$ cat config.mk
export PLATFORM = sky130hd
export DESIGN_NAME = base_relocation_patch_generator_core
export DESIGN_NICKNAME = d
export VERILOG_FILES = /design/src/hw/rtl/brpg_pkg.sv /design/src/hw/rtl/brpg_front.sv /design/src/hw/rtl/brpg_fifo.sv /design/src/hw/rtl/brpg_back.sv /design/src/hw/rtl/base_relocation_patch_generator_core.sv
export SDC_FILE = /design/constraint.sdc
export NUM_CORES = 1
export LEC_CHECK = 0
export ABC_AREA = 1
export BUFFER_PORTS_ARGS = -buffer_cell sky130_fd_sc_hd__buf_2
export CAP_MARGIN = 20
export CORE_MARGIN = 2
export CORE_UTILIZATION = 45
export DETAILED_ROUTE_END_ITERATION = 8
export MAX_ROUTING_LAYER = met4
export PLACE_DENSITY_LB_ADDON = 0.05
export REMOVE_ABC_BUFFERS = 1
export SLEW_MARGIN = 0
export SYNTH_ARGS = -nofsm -noshare
export SYNTH_HDL_FRONTEND = slang
export SYNTH_SLANG_ARGS = --single-unit
$ cat constraint.sdc
create_clock -name i_clk -period 23.5 [get_ports i_clk]
set_clock_uncertainty 0.15 [all_clocks]
set_input_delay 4.7 -clock i_clk [delete_from_list [all_inputs] [get_ports i_clk]]
set_output_delay 4.7 -clock i_clk [all_outputs]
set_load 0.02 [all_outputs]
$ cat src/hw/rtl/brpg_pkg.sv
// shared types and constants of the base relocation patch generator
// no dependencies; imported by every module of the block

package brpg_pkg;

    localparam int unsigned FIFO_DEPTH = 4;

    localparam int unsigned CFG_INDEX_W = 2;
    localparam int unsigned DELTA_W     = 64;
    localparam int unsigned ADDR_W      = 32;
    localparam int unsigned HALF_W      = 16;

    localparam logic [CFG_INDEX_W-1:0] CFG_DELTA = 2'd0;
    localparam logic [CFG_INDEX_W-1:0] CFG_IMAGE = 2'd1;
    localparam logic [CFG_INDEX_W-1:0] CFG_TABLE = 2'd2;

    localparam logic [3:0]  DIR64_TYPE   = 4'hA;
    localparam logic [31:0] HEADER_BYTES = 32'd8;

    typedef enum logic [1:0] {
        OUT_PATCH     = 2'd0,
        OUT_FINISHED  = 2'd1,
        OUT_MALFORMED = 2'd2
    } t_outcome;

    typedef struct packed {
        t_outcome          outcome;
        logic [ADDR_W-1:0] offset;
    } t_result;

endpackage

$ cat src/hw/rtl/brpg_front.sv
// table walker: parses halfwords into headers and entries, classifies each
// word into a result record; depends on brpg_pkg

module brpg_front
    import brpg_pkg::*;
(
    input  logic                i_clk,
    input  logic                i_rst_n,
    input  logic                i_accept,
    input  logic [HALF_W-1:0]   i_half_word,
    input  logic                i_first_word,
    input  logic                i_last_word,
    input  logic                i_delta_nz,
    input  logic [ADDR_W-1:0]   i_image_bytes,
    input  logic [ADDR_W-1:0]   i_table_bytes,
    output logic                o_res_valid,
    output t_result             o_res
);

    logic [1:0]        r_hidx,     n_hidx;
    logic [ADDR_W-1:0] r_page,     n_page;
    logic [ADDR_W-1:0] r_size,     n_size;
    logic [ADDR_W-2:0] r_left,     n_left;
    logic [ADDR_W-1:0] r_consumed, n_consumed;
    logic              r_stopped,  n_stopped;

    // state as seen by this word, after an optional clear
    logic [1:0]        e_hidx;
    logic [ADDR_W-1:0] e_page;
    logic [ADDR_W-1:0] e_size;
    logic [ADDR_W-2:0] e_left;
    logic [ADDR_W-1:0] e_consumed;
    logic              e_stopped;

    logic [ADDR_W:0]   patch_off;
    logic              patch_hit;
    logic              hdr_room;
    logic [ADDR_W-1:0] full_size;
    logic [ADDR_W-1:0] size_less_hdr;
    logic              size_bad;

    always_comb begin
        e_hidx     = i_first_word ? '0   : r_hidx;
        e_page     = i_first_word ? '0   : r_page;
        e_size     = i_first_word ? '0   : r_size;
        e_left     = i_first_word ? '0   : r_left;
        e_consumed = i_first_word ? '0   : r_consumed;
        e_stopped  = i_first_word ? 1'b0 : r_stopped;
    end

    // patch bound is checked without wrap, hence the extra bit
    assign patch_off = {1'b0, e_page} + {{(ADDR_W+1-12){1'b0}}, i_half_word[11:0]};
    assign patch_hit = (i_half_word[15:12] == DIR64_TYPE) &&
                       ((patch_off + (ADDR_W+1)'(HEADER_BYTES)) <= {1'b0, i_image_bytes});
    assign hdr_room  = ({1'b0, e_consumed} + {1'b0, HEADER_BYTES}) <= {1'b0, i_table_bytes};
    assign full_size = {i_half_word, e_size[HALF_W-1:0]};
    assign size_less_hdr = full_size - HEADER_BYTES;
    assign size_bad  = (full_size < HEADER_BYTES) || full_size[0] ||
                       (({1'b0, e_consumed} + {1'b0, full_size}) > {1'b0, i_table_bytes});

    always_comb begin
        n_hidx      = e_hidx;
        n_page      = e_page;
        n_size      = e_size;
        n_left      = e_left;
        n_consumed  = e_consumed;
        n_stopped   = e_stopped;
        o_res_valid = 1'b0;
        o_res       = '{outcome: OUT_FINISHED, offset: '0};
        if (i_delta_nz && !e_stopped) begin
            if (e_left != '0) begin
                n_left = e_left - 1'b1;
                if (e_left == (ADDR_W-1)'(1)) begin
                    n_consumed = e_consumed + e_size;
                    n_hidx     = '0;
                end
                if (patch_hit) begin
                    o_res_valid = 1'b1;
                    o_res       = '{outcome: OUT_PATCH, offset: patch_off[ADDR_W-1:0]};
                end
            end else if ((e_hidx != '0) || hdr_room) begin
                unique case (e_hidx)
                    2'd0: n_page = {{(ADDR_W-HALF_W){1'b0}}, i_half_word};
                    2'd1: n_page = {i_half_word, e_page[HALF_W-1:0]};
                    2'd2: n_size = {{(ADDR_W-HALF_W){1'b0}}, i_half_word};
                    default: n_size = full_size;
                endcase
                if (e_hidx != 2'd3) begin
                    n_hidx = e_hidx + 1'b1;
                end else begin
                    n_hidx = '0;
                    if (size_bad) begin
                        n_stopped   = 1'b1;
                        o_res_valid = 1'b1;
                        o_res       = '{outcome: OUT_MALFORMED, offset: '0};
                    end else begin
                        n_left = size_less_hdr[ADDR_W-1:1];
                        // header-only block completes at once
                        if (full_size == HEADER_BYTES) begin
                            n_consumed = e_consumed + full_size;
                        end
                    end
                end
            end
        end
        if (!o_res_valid && i_last_word) begin
            o_res_valid = 1'b1;
            o_res       = '{outcome: OUT_FINISHED, offset: '0};
        end
    end

    always_ff @(posedge i_clk) begin
        if (!i_rst_n) begin
            r_hidx     <= '0;
            r_page     <= '0;
            r_size     <= '0;
            r_left     <= '0;
            r_consumed <= '0;
            r_stopped  <= 1'b0;
        end else if (i_accept) begin
            r_hidx     <= n_hidx;
            r_page     <= n_page;
            r_size     <= n_size;
            r_left     <= n_left;
            r_consumed <= n_consumed;
            r_stopped  <= n_stopped;
        end
    end

endmodule

$ cat src/hw/rtl/brpg_fifo.sv
// short result queue between the table walker and the output stage
// depends on brpg_pkg

module brpg_fifo
    import brpg_pkg::*;
#(
    parameter int unsigned DEPTH = FIFO_DEPTH
) (
    input  logic    i_clk,
    input  logic    i_rst_n,
    input  logic    i_push,
    input  t_result i_data,
    output logic    o_full,
    input  logic    i_pop,
    output t_result o_data,
    output logic    o_empty
);

    localparam int unsigned PTR_W = (DEPTH > 1) ? $clog2(DEPTH) : 1;
    localparam int unsigned CNT_W = $clog2(DEPTH + 1);

    t_result            r_mem [DEPTH];
    logic [PTR_W-1:0]   r_wr_ptr, n_wr_ptr;
    logic [PTR_W-1:0]   r_rd_ptr, n_rd_ptr;
    logic [CNT_W-1:0]   r_count,  n_count;
    logic               do_push;
    logic               do_pop;

    assign o_full  = (r_count == CNT_W'(DEPTH));
    assign o_empty = (r_count == '0);
    assign do_push = i_push && !o_full;
    assign do_pop  = i_pop && !o_empty;
    assign o_data  = r_mem[r_rd_ptr];

    always_comb begin
        n_wr_ptr = r_wr_ptr;
        n_rd_ptr = r_rd_ptr;
        n_count  = r_count;
        if (do_push) begin
            n_wr_ptr = (r_wr_ptr == PTR_W'(DEPTH - 1)) ? '0 : r_wr_ptr + 1'b1;
        end
        if (do_pop) begin
            n_rd_ptr = (r_rd_ptr == PTR_W'(DEPTH - 1)) ? '0 : r_rd_ptr + 1'b1;
        end
        if (do_push && !do_pop) begin
            n_count = r_count + 1'b1;
        end else if (do_pop && !do_push) begin
            n_count = r_count - 1'b1;
        end
    end

    always_ff @(posedge i_clk) begin
        if (do_push) begin
            r_mem[r_wr_ptr] <= i_data;
        end
    end

    always_ff @(posedge i_clk) begin
        if (!i_rst_n) begin
            r_wr_ptr <= '0;
            r_rd_ptr <= '0;
            r_count  <= '0;
        end else begin
            r_wr_ptr <= n_wr_ptr;
            r_rd_ptr <= n_rd_ptr;
            r_count  <= n_count;
        end
    end

`ifndef SYNTHESIS
    a_count_bound: assert property (@(posedge i_clk) disable iff (!i_rst_n)
        r_count <= CNT_W'(DEPTH))
        else $error("result queue count beyond depth");

    a_empty_ptrs: assert property (@(posedge i_clk) disable iff (!i_rst_n)
        (r_count == '0) |-> (r_rd_ptr == r_wr_ptr))
        else $error("empty queue with pointers apart");

    a_no_overflow: assert property (@(posedge i_clk) disable iff (!i_rst_n)
        (o_full && !do_pop) |=> (r_wr_ptr == $past(r_wr_ptr)))
        else $error("write pointer moved on a full queue");
`endif

endmodule

$ cat src/hw/rtl/brpg_back.sv
// output stage: takes result records from the queue, attaches the add value
// and holds the oldest result until it is popped; depends on brpg_pkg

module brpg_back
    import brpg_pkg::*;
(
    input  logic               i_clk,
    input  logic               i_rst_n,
    input  logic               i_q_empty,
    input  t_result            i_q_data,
    output logic               o_q_pop,
    input  logic [DELTA_W-1:0] i_delta,
    input  logic               i_pop,
    output logic               o_valid,
    output t_result            o_res,
    output logic [DELTA_W-1:0] o_add_value
);

    logic               r_valid;
    t_result            r_res;
    logic [DELTA_W-1:0] r_add;

    // refill whenever the held result leaves or the stage is empty
    assign o_q_pop = !i_q_empty && (!r_valid || i_pop);

    always_ff @(posedge i_clk) begin
        if (!i_rst_n) begin
            r_valid <= 1'b0;
        end else if (o_q_pop) begin
            r_valid <= 1'b1;
        end else if (i_pop) begin
            r_valid <= 1'b0;
        end
    end

    always_ff @(posedge i_clk) begin
        if (o_q_pop) begin
            r_res <= i_q_data;
            r_add <= (i_q_data.outcome == OUT_PATCH) ? i_delta : '0;
        end
    end

    assign o_valid     = r_valid;
    assign o_res       = r_res;
    assign o_add_value = r_add;

`ifndef SYNTHESIS
    a_status_clean: assert property (@(posedge i_clk) disable iff (!i_rst_n)
        (r_valid && (r_res.outcome != OUT_PATCH)) |-> ((r_add == '0) && (r_res.offset == '0)))
        else $error("status result carries patch payload");
`endif

endmodule

$ cat src/hw/rtl/base_relocation_patch_generator_core.sv
// Base relocation patch generator, top level: config registers, table walker,
// result queue and output stage; depends on brpg_pkg, brpg_front, brpg_fifo, brpg_back
//
// Feed the relocation table one little-endian halfword per transfer, with first_word
// on the opening word and last_word on the closing one. Each word is classified
// combinationally by the table walker, so a word can be pushed every cycle; the only
// stall comes from the result queue (FIFO_DEPTH entries plus one output register)
// filling up while results are not popped. A word gives at most one result: a patch
// request (offset and the configured delta), a malformed-block stop, or the finished
// status on the last word. Write the config registers only while no transfer is in
// flight; a zero delta turns the walker off so that only finished status comes out.

module base_relocation_patch_generator_core
    import brpg_pkg::*;
#(
    parameter int unsigned FIFO_DEPTH_P = FIFO_DEPTH
) (
    input  logic                   i_clk,
    input  logic                   i_rst_n,
    input  logic                   i_cfg_we,
    input  logic [CFG_INDEX_W-1:0] i_cfg_index,
    input  logic [DELTA_W-1:0]     i_cfg_data,
    input  logic                   push,
    output logic                   full,
    input  logic [HALF_W-1:0]      i_half_word,
    input  logic                   i_first_word,
    input  logic                   i_last_word,
    output logic                   empty,
    input  logic                   pop,
    output logic [1:0]             o_outcome,
    output logic [ADDR_W-1:0]      o_patch_offset,
    output logic [DELTA_W-1:0]     o_add_value
);

    logic [DELTA_W-1:0] r_delta;
    logic [ADDR_W-1:0]  r_image;
    logic [ADDR_W-1:0]  r_table;

    logic    accept;
    logic    res_valid;
    t_result res;
    logic    q_empty;
    t_result q_data;
    logic    q_pop;
    logic    out_valid;
    t_result out_res;

    always_ff @(posedge i_clk) begin
        if (!i_rst_n) begin
            r_delta <= '0;
            r_image <= '0;
            r_table <= '0;
        end else if (i_cfg_we) begin
            unique case (i_cfg_index)
                CFG_DELTA: r_delta <= i_cfg_data;
                CFG_IMAGE: r_image <= i_cfg_data[ADDR_W-1:0];
                CFG_TABLE: r_table <= i_cfg_data[ADDR_W-1:0];
                default: ;
            endcase
        end
    end

    assign accept = push && !full;

    brpg_front u_front (
        .i_clk         (i_clk),
        .i_rst_n       (i_rst_n),
        .i_accept      (accept),
        .i_half_word   (i_half_word),
        .i_first_word  (i_first_word),
        .i_last_word   (i_last_word),
        .i_delta_nz    (r_delta != '0),
        .i_image_bytes (r_image),
        .i_table_bytes (r_table),
        .o_res_valid   (res_valid),
        .o_res         (res)
    );

    brpg_fifo #(
        .DEPTH (FIFO_DEPTH_P)
    ) u_fifo (
        .i_clk   (i_clk),
        .i_rst_n (i_rst_n),
        .i_push  (accept && res_valid),
        .i_data  (res),
        .o_full  (full),
        .i_pop   (q_pop),
        .o_data  (q_data),
        .o_empty (q_empty)
    );

    brpg_back u_back (
        .i_clk       (i_clk),
        .i_rst_n     (i_rst_n),
        .i_q_empty   (q_empty),
        .i_q_data    (q_data),
        .o_q_pop     (q_pop),
        .i_delta     (r_delta),
        .i_pop       (pop),
        .o_valid     (out_valid),
        .o_res       (out_res),
        .o_add_value (o_add_value)
    );

    assign empty          = !out_valid;
    assign o_outcome      = out_res.outcome;
    assign o_patch_offset = out_res.offset;

endmodule

==> run_summary.xml <==
<?xml version="1.0" encoding="UTF-8"?>
<metrics>
  <group name="outcome">
    <metric name="run_status" unit="">finished, final reports clean</metric>
  </group>
  <group name="placed_design">
    <metric name="detailed_place.area" unit="um^2">33700</metric>
    <metric name="place.gp.congestion" unit="">1.00</metric>
    <metric name="dp.final_hpwl" unit="um">77300</metric>
    <metric name="port_buffers" unit="">188</metric>
  </group>
  <group name="cts">
    <metric name="ctsResizeCount" unit="">0</metric>
    <metric name="tritoncts" unit="">built</metric>
    <metric name="clk_pin_slew_worst_paths" unit="ns">0.06</metric>
    <metric name="post-cts-setup-buffer-count" unit="">0</metric>
    <metric name="cts.htree.levels" unit="">2</metric>
    <metric name="ctsLongestPathBuffers" unit="">3</metric>
    <metric name="tritoncts.num_buffers" unit="">57</metric>
    <metric name="cts.sinks" unit="">502</metric>
    <metric name="clock_latency" unit="ns">0.64</metric>
    <metric name="root_buffer" unit="">sky130_fd_sc_hd__clkbuf_16</metric>
    <metric name="cts_hold_buffers" unit="">0</metric>
  </group>
  <group name="job">
    <metric name="drv.max_cap_violation_count" unit="">0</metric>
  </group>
  <group name="timing">
    <metric name="clock.fmax" unit="MHz">83.2</metric>
    <metric name="unrepaired_setup_endpoints_after_global_routing" unit="">false</metric>
    <metric name="final_max_slew_viol_count" unit="">0</metric>
    <metric name="final_hold_viol_count" unit="">0</metric>
    <metric name="layout_worst_path_cycle_share" unit="%">51.1</metric>
    <metric name="totalNegativeSetupSlack" unit="ns">0</metric>
    <metric name="worst_slew_margin_rel" unit="%">28.1</metric>
    <metric name="timing.final.setup_violations" unit="">0</metric>
    <metric name="tmin_final" unit="ns">12.01</metric>
    <metric name="tightest_slew" unit="ns">1.07</metric>
  </group>
  <group name="critical_path">
    <metric name="worst_setup_path_start_kind" unit="">input port</metric>
    <metric name="critical_path_peak_fanout" unit="">64</metric>
    <metric name="crit_arrival" unit="ns">12.38</metric>
    <metric name="critPathMostFrequentCell" unit="">sky130_fd_sc_hd__nand2_1</metric>
    <metric name="critical-path-slowest-cell" unit="">sky130_fd_sc_hd__buf_4</metric>
    <metric name="critical-path-top-delay-family" unit="">simple AND/OR/NAND/NOR gates</metric>
    <metric name="slowest_delay" unit="ns">0.65</metric>
    <metric name="worstPathRequired" unit="ns">23.87</metric>
    <metric name="setup.worst_path.end_class" unit="">register</metric>
    <metric name="critical_path_class" unit="">in2reg</metric>
    <metric name="path_buf_inv" unit="">11</metric>
  </group>
  <group name="layout">
    <metric name="area_delta_synth_final" unit="%">10.8</metric>
    <metric name="drive_above_1_share" unit="%">9.21</metric>
    <metric name="fin_nets" unit="">4789</metric>
    <metric name="design_area" unit="um^2">35700</metric>
  </group>
  <group name="yosys">
    <metric name="synth_top_cell_by_area" unit="">sky130_fd_sc_hd__edfxtp_1</metric>
    <metric name="synthMostInstantiatedCell" unit="">sky130_fd_sc_hd__nand2_1</metric>
    <metric name="yosys.cell_types.count" unit="">58</metric>
    <metric name="ys_seq_elements" unit="">502</metric>
    <metric name="synthTopCellsByArea" unit="">sky130_fd_sc_hd__edfxtp_1 22%, sky130_fd_sc_hd__dfxtp_1 17%, sky130_fd_sc_hd__nand2_1 10%</metric>
    <metric name="synth_edf_count" unit="">234</metric>
    <metric name="yosys_warnings" unit="">0</metric>
    <metric name="ys_dominant_reg_cell" unit="">sky130_fd_sc_hd__dfxtp_1</metric>
    <metric name="synth_largest_type_area_fraction" unit="%">21.8</metric>
    <metric name="avgSynthCellArea" unit="um^2">7.22</metric>
    <metric name="ys_async_sr_fraction" unit="%">0</metric>
    <metric name="syn_area" unit="um^2">32200</metric>
    <metric name="synth_seq_area_share" unit="%">38.5</metric>
    <metric name="netlist_top_cells_count" unit="">881 x sky130_fd_sc_hd__nand2_1, 583 x sky130_fd_sc_hd__inv_1, 461 x sky130_fd_sc_hd__a21oi_1</metric>
    <metric name="synthesis.instances" unit="">4462</metric>
  </group>
  <group name="grt">
    <metric name="globalRoute.totalOverflow" unit="">0</metric>
    <metric name="antenna_violations_before_repair" unit="">5</metric>
    <metric name="global_route_wire_length_before_repair" unit="um">163000</metric>
    <metric name="pin_count_of_the_biggest_net_entering_global_routing" unit="">99</metric>
    <metric name="grt_usage" unit="%">29.2</metric>
    <metric name="number_of_global_route_vias_before_repair" unit="">27800</metric>
  </group>
  <group name="die">
    <metric name="die-area" unit="um^2">73700</metric>
    <metric name="core.rowCount" unit="">98</metric>
    <metric name="ioPinCount" unit="">189</metric>
    <metric name="chipHeight" unit="um">272</metric>
    <metric name="floorplan.die.width" unit="um">272</metric>
    <metric name="floorplan.core_area" unit="um^2">71100</metric>
    <metric name="start_util" unit="%">45.3</metric>
  </group>
  <group name="power_and_ir_drop">
    <metric name="vdd_drop_max" unit="mV">0.0960</metric>
    <metric name="power.static_leakage" unit="nW">15.8</metric>
    <metric name="cellPowerDensity" unit="nW/um^2">90.2</metric>
  </group>
  <group name="drt">
    <metric name="drt_drc_violations_left" unit="">0</metric>
    <metric name="drt.antenna.violating_nets" unit="">0</metric>
    <metric name="dr_total_vias" unit="">30300</metric>
    <metric name="drt-initial-drc-count" unit="">2627</metric>
    <metric name="via_per_inst" unit="">5.48</metric>
    <metric name="detailedRoute.firstPassIterationCount" unit="">5</metric>
    <metric name="detail_route.wl_per_cell" unit="um">19.4</metric>
    <metric name="routed_wl" unit="um">107000</metric>
  </group>
  <group name="min_path">
    <metric name="hold_class" unit="">reg2reg</metric>
  </group>
</metrics>
## path summary, 6_finish.rpt
kind                            depth (start not counted)           endpoint  slack (ns)              start
worst max-delay path                                   48  u_fifo.r_count[1]       11.49       i_first_word
worst max register to register                         39  u_fifo.r_count[2]       16.82  u_front.r_size[3]
worst min-delay path                                    2         r_image[0]        0.31         r_image[0]
worst min register to register                          2         r_image[0]        0.31         r_image[0]
## routing by layer
| layer | vias up | GRT usage (%) | share of wire [%] |
|---|---|---|---|
| met2 | 991 | 45.2 | 45 |
| met1 | 14000 | 38.9 | 44 |
| met3 | 227 | 3.13 | 6.2 |
| met5 | - | - | 0 |
| met4 | 0 | 12.3 | 4.7 |
| li1 | 15000 | - | - |
## logic make-up after synthesis
| logic type | after synthesis | share of synthesized area, % |
|---|---|---|
| buffers and inverters | 832 | 10.2 |
| DFF | 502 | 38.5 |
| and+or+nand+nor | 1811 | 24.5 |
| AOI/OAI and AO/OA | 1029 | 16.8 |
| adders and majority gates | 175 | 6.87 |
| xor gates and xnor gates | 113 | 3.10 |
## per-stage QoR
stage                     util [%]  hold WS, ns  setup slack (ns)  std cells  total power, mW
after floorplan                  -        0.277              7.40       4240             1.97
after global placement        47.4        0.297             10.90       5411             2.34
after detailed placement      47.4        0.298             10.85       5412             2.35
after CTS                     50.0        0.307             11.48       5519             3.23
after global routing          50.2        0.329             10.68       5528             3.41
final                         50.2        0.306             11.49       5528             3.22
## registers in the layout, indices dropped and copies added (netlist names), named ones only
signal and cells:
u_front.r_size 32, u_back.o_valid 1, u_fifo.r_count 3, u_fifo.r_mem 136, u_front.r_consumed 32, u_back.o_res 34
u_front.r_page 32, r_table 32, u_fifo.r_wr_ptr 2, u_back.o_add_value 64, u_fifo.r_rd_ptr 2, r_image 32
u_front.r_hidx 2, u_front.r_left 31, r_delta 64, u_front.r_stopped 1
## report_power, final
group / switching [mW] / internal (mW) / leakage (nW)
clock network: 0.381 / 0.501 / 0.893
logic: 0.859 / 0.322 / 10.5
registers: 0.0504 / 1.10 / 4.41
## worst register-to-register path, delay by kind of cell (launching register included)
kind                       cells  cell delay [ns]
DFF                            1             0.32
AOI/OAI and AO/OA              8             1.66
buffers and inverters          5             0.89
and+or+nand+nor               21             2.08
xor gates and xnor gates       1             0.26
adders and majority gates      4             1.19
## area by class of cell
type,instances,area [um^2]
Antenna cell,5,12.5
Inverter,610,2300
Multi-Input combinational cell,3128,16600
Timing Repair Buffer,226,1310
Clock inverter,30,259
Fill cell,7339,35400
Sequential cell,502,12400
Tap cell,950,1190
Clock buffer,77,1600
## placed cells by master (no fill, tap or decap), types with 5 or more instances in the layout
cell type,count
sky130_fd_sc_hd__buf_2,187
sky130_fd_sc_hd__clkbuf_16,58
sky130_fd_sc_hd__clkbuf_8,8
sky130_fd_sc_hd__nor3_1,41
sky130_fd_sc_hd__nand4_1,128
sky130_fd_sc_hd__o21ai_1,30
sky130_fd_sc_hd__nor3_2,6
sky130_fd_sc_hd__a31oi_1,56
sky130_fd_sc_hd__xnor2_1,16
sky130_fd_sc_hd__inv_2,22
sky130_fd_sc_hd__dfxtp_1,267
sky130_fd_sc_hd__clkbuf_1,11
sky130_fd_sc_hd__nand2_2,20
sky130_fd_sc_hd__nand3_4,5
sky130_fd_sc_hd__nand2_1,880
sky130_fd_sc_hd__clkinv_1,12
sky130_fd_sc_hd__o21ai_0,393
sky130_fd_sc_hd__nor2_2,17
sky130_fd_sc_hd__clkinvlp_4,6
sky130_fd_sc_hd__nand3_1,236
sky130_fd_sc_hd__a21oi_1,461
sky130_fd_sc_hd__nand3b_1,11
sky130_fd_sc_hd__edfxtp_1,234
sky130_fd_sc_hd__xor2_1,96
sky130_fd_sc_hd__nor2_1,418
sky130_fd_sc_hd__o21bai_1,8
sky130_fd_sc_hd__clkinv_2,11
sky130_fd_sc_hd__ha_1,172
sky130_fd_sc_hd__o211ai_1,10
sky130_fd_sc_hd__nand3_2,10
sky130_fd_sc_hd__o31ai_1,5
sky130_fd_sc_hd__inv_1,582
sky130_fd_sc_hd__o22ai_1,38
sky130_fd_sc_hd__nor2_4,8
sky130_fd_sc_hd__diode_2,5
sky130_fd_sc_hd__a21o_1,7
sky130_fd_sc_hd__nor4_1,16
sky130_fd_sc_hd__buf_4,34
No activity file was read; power rests on OpenSTA's default activity.
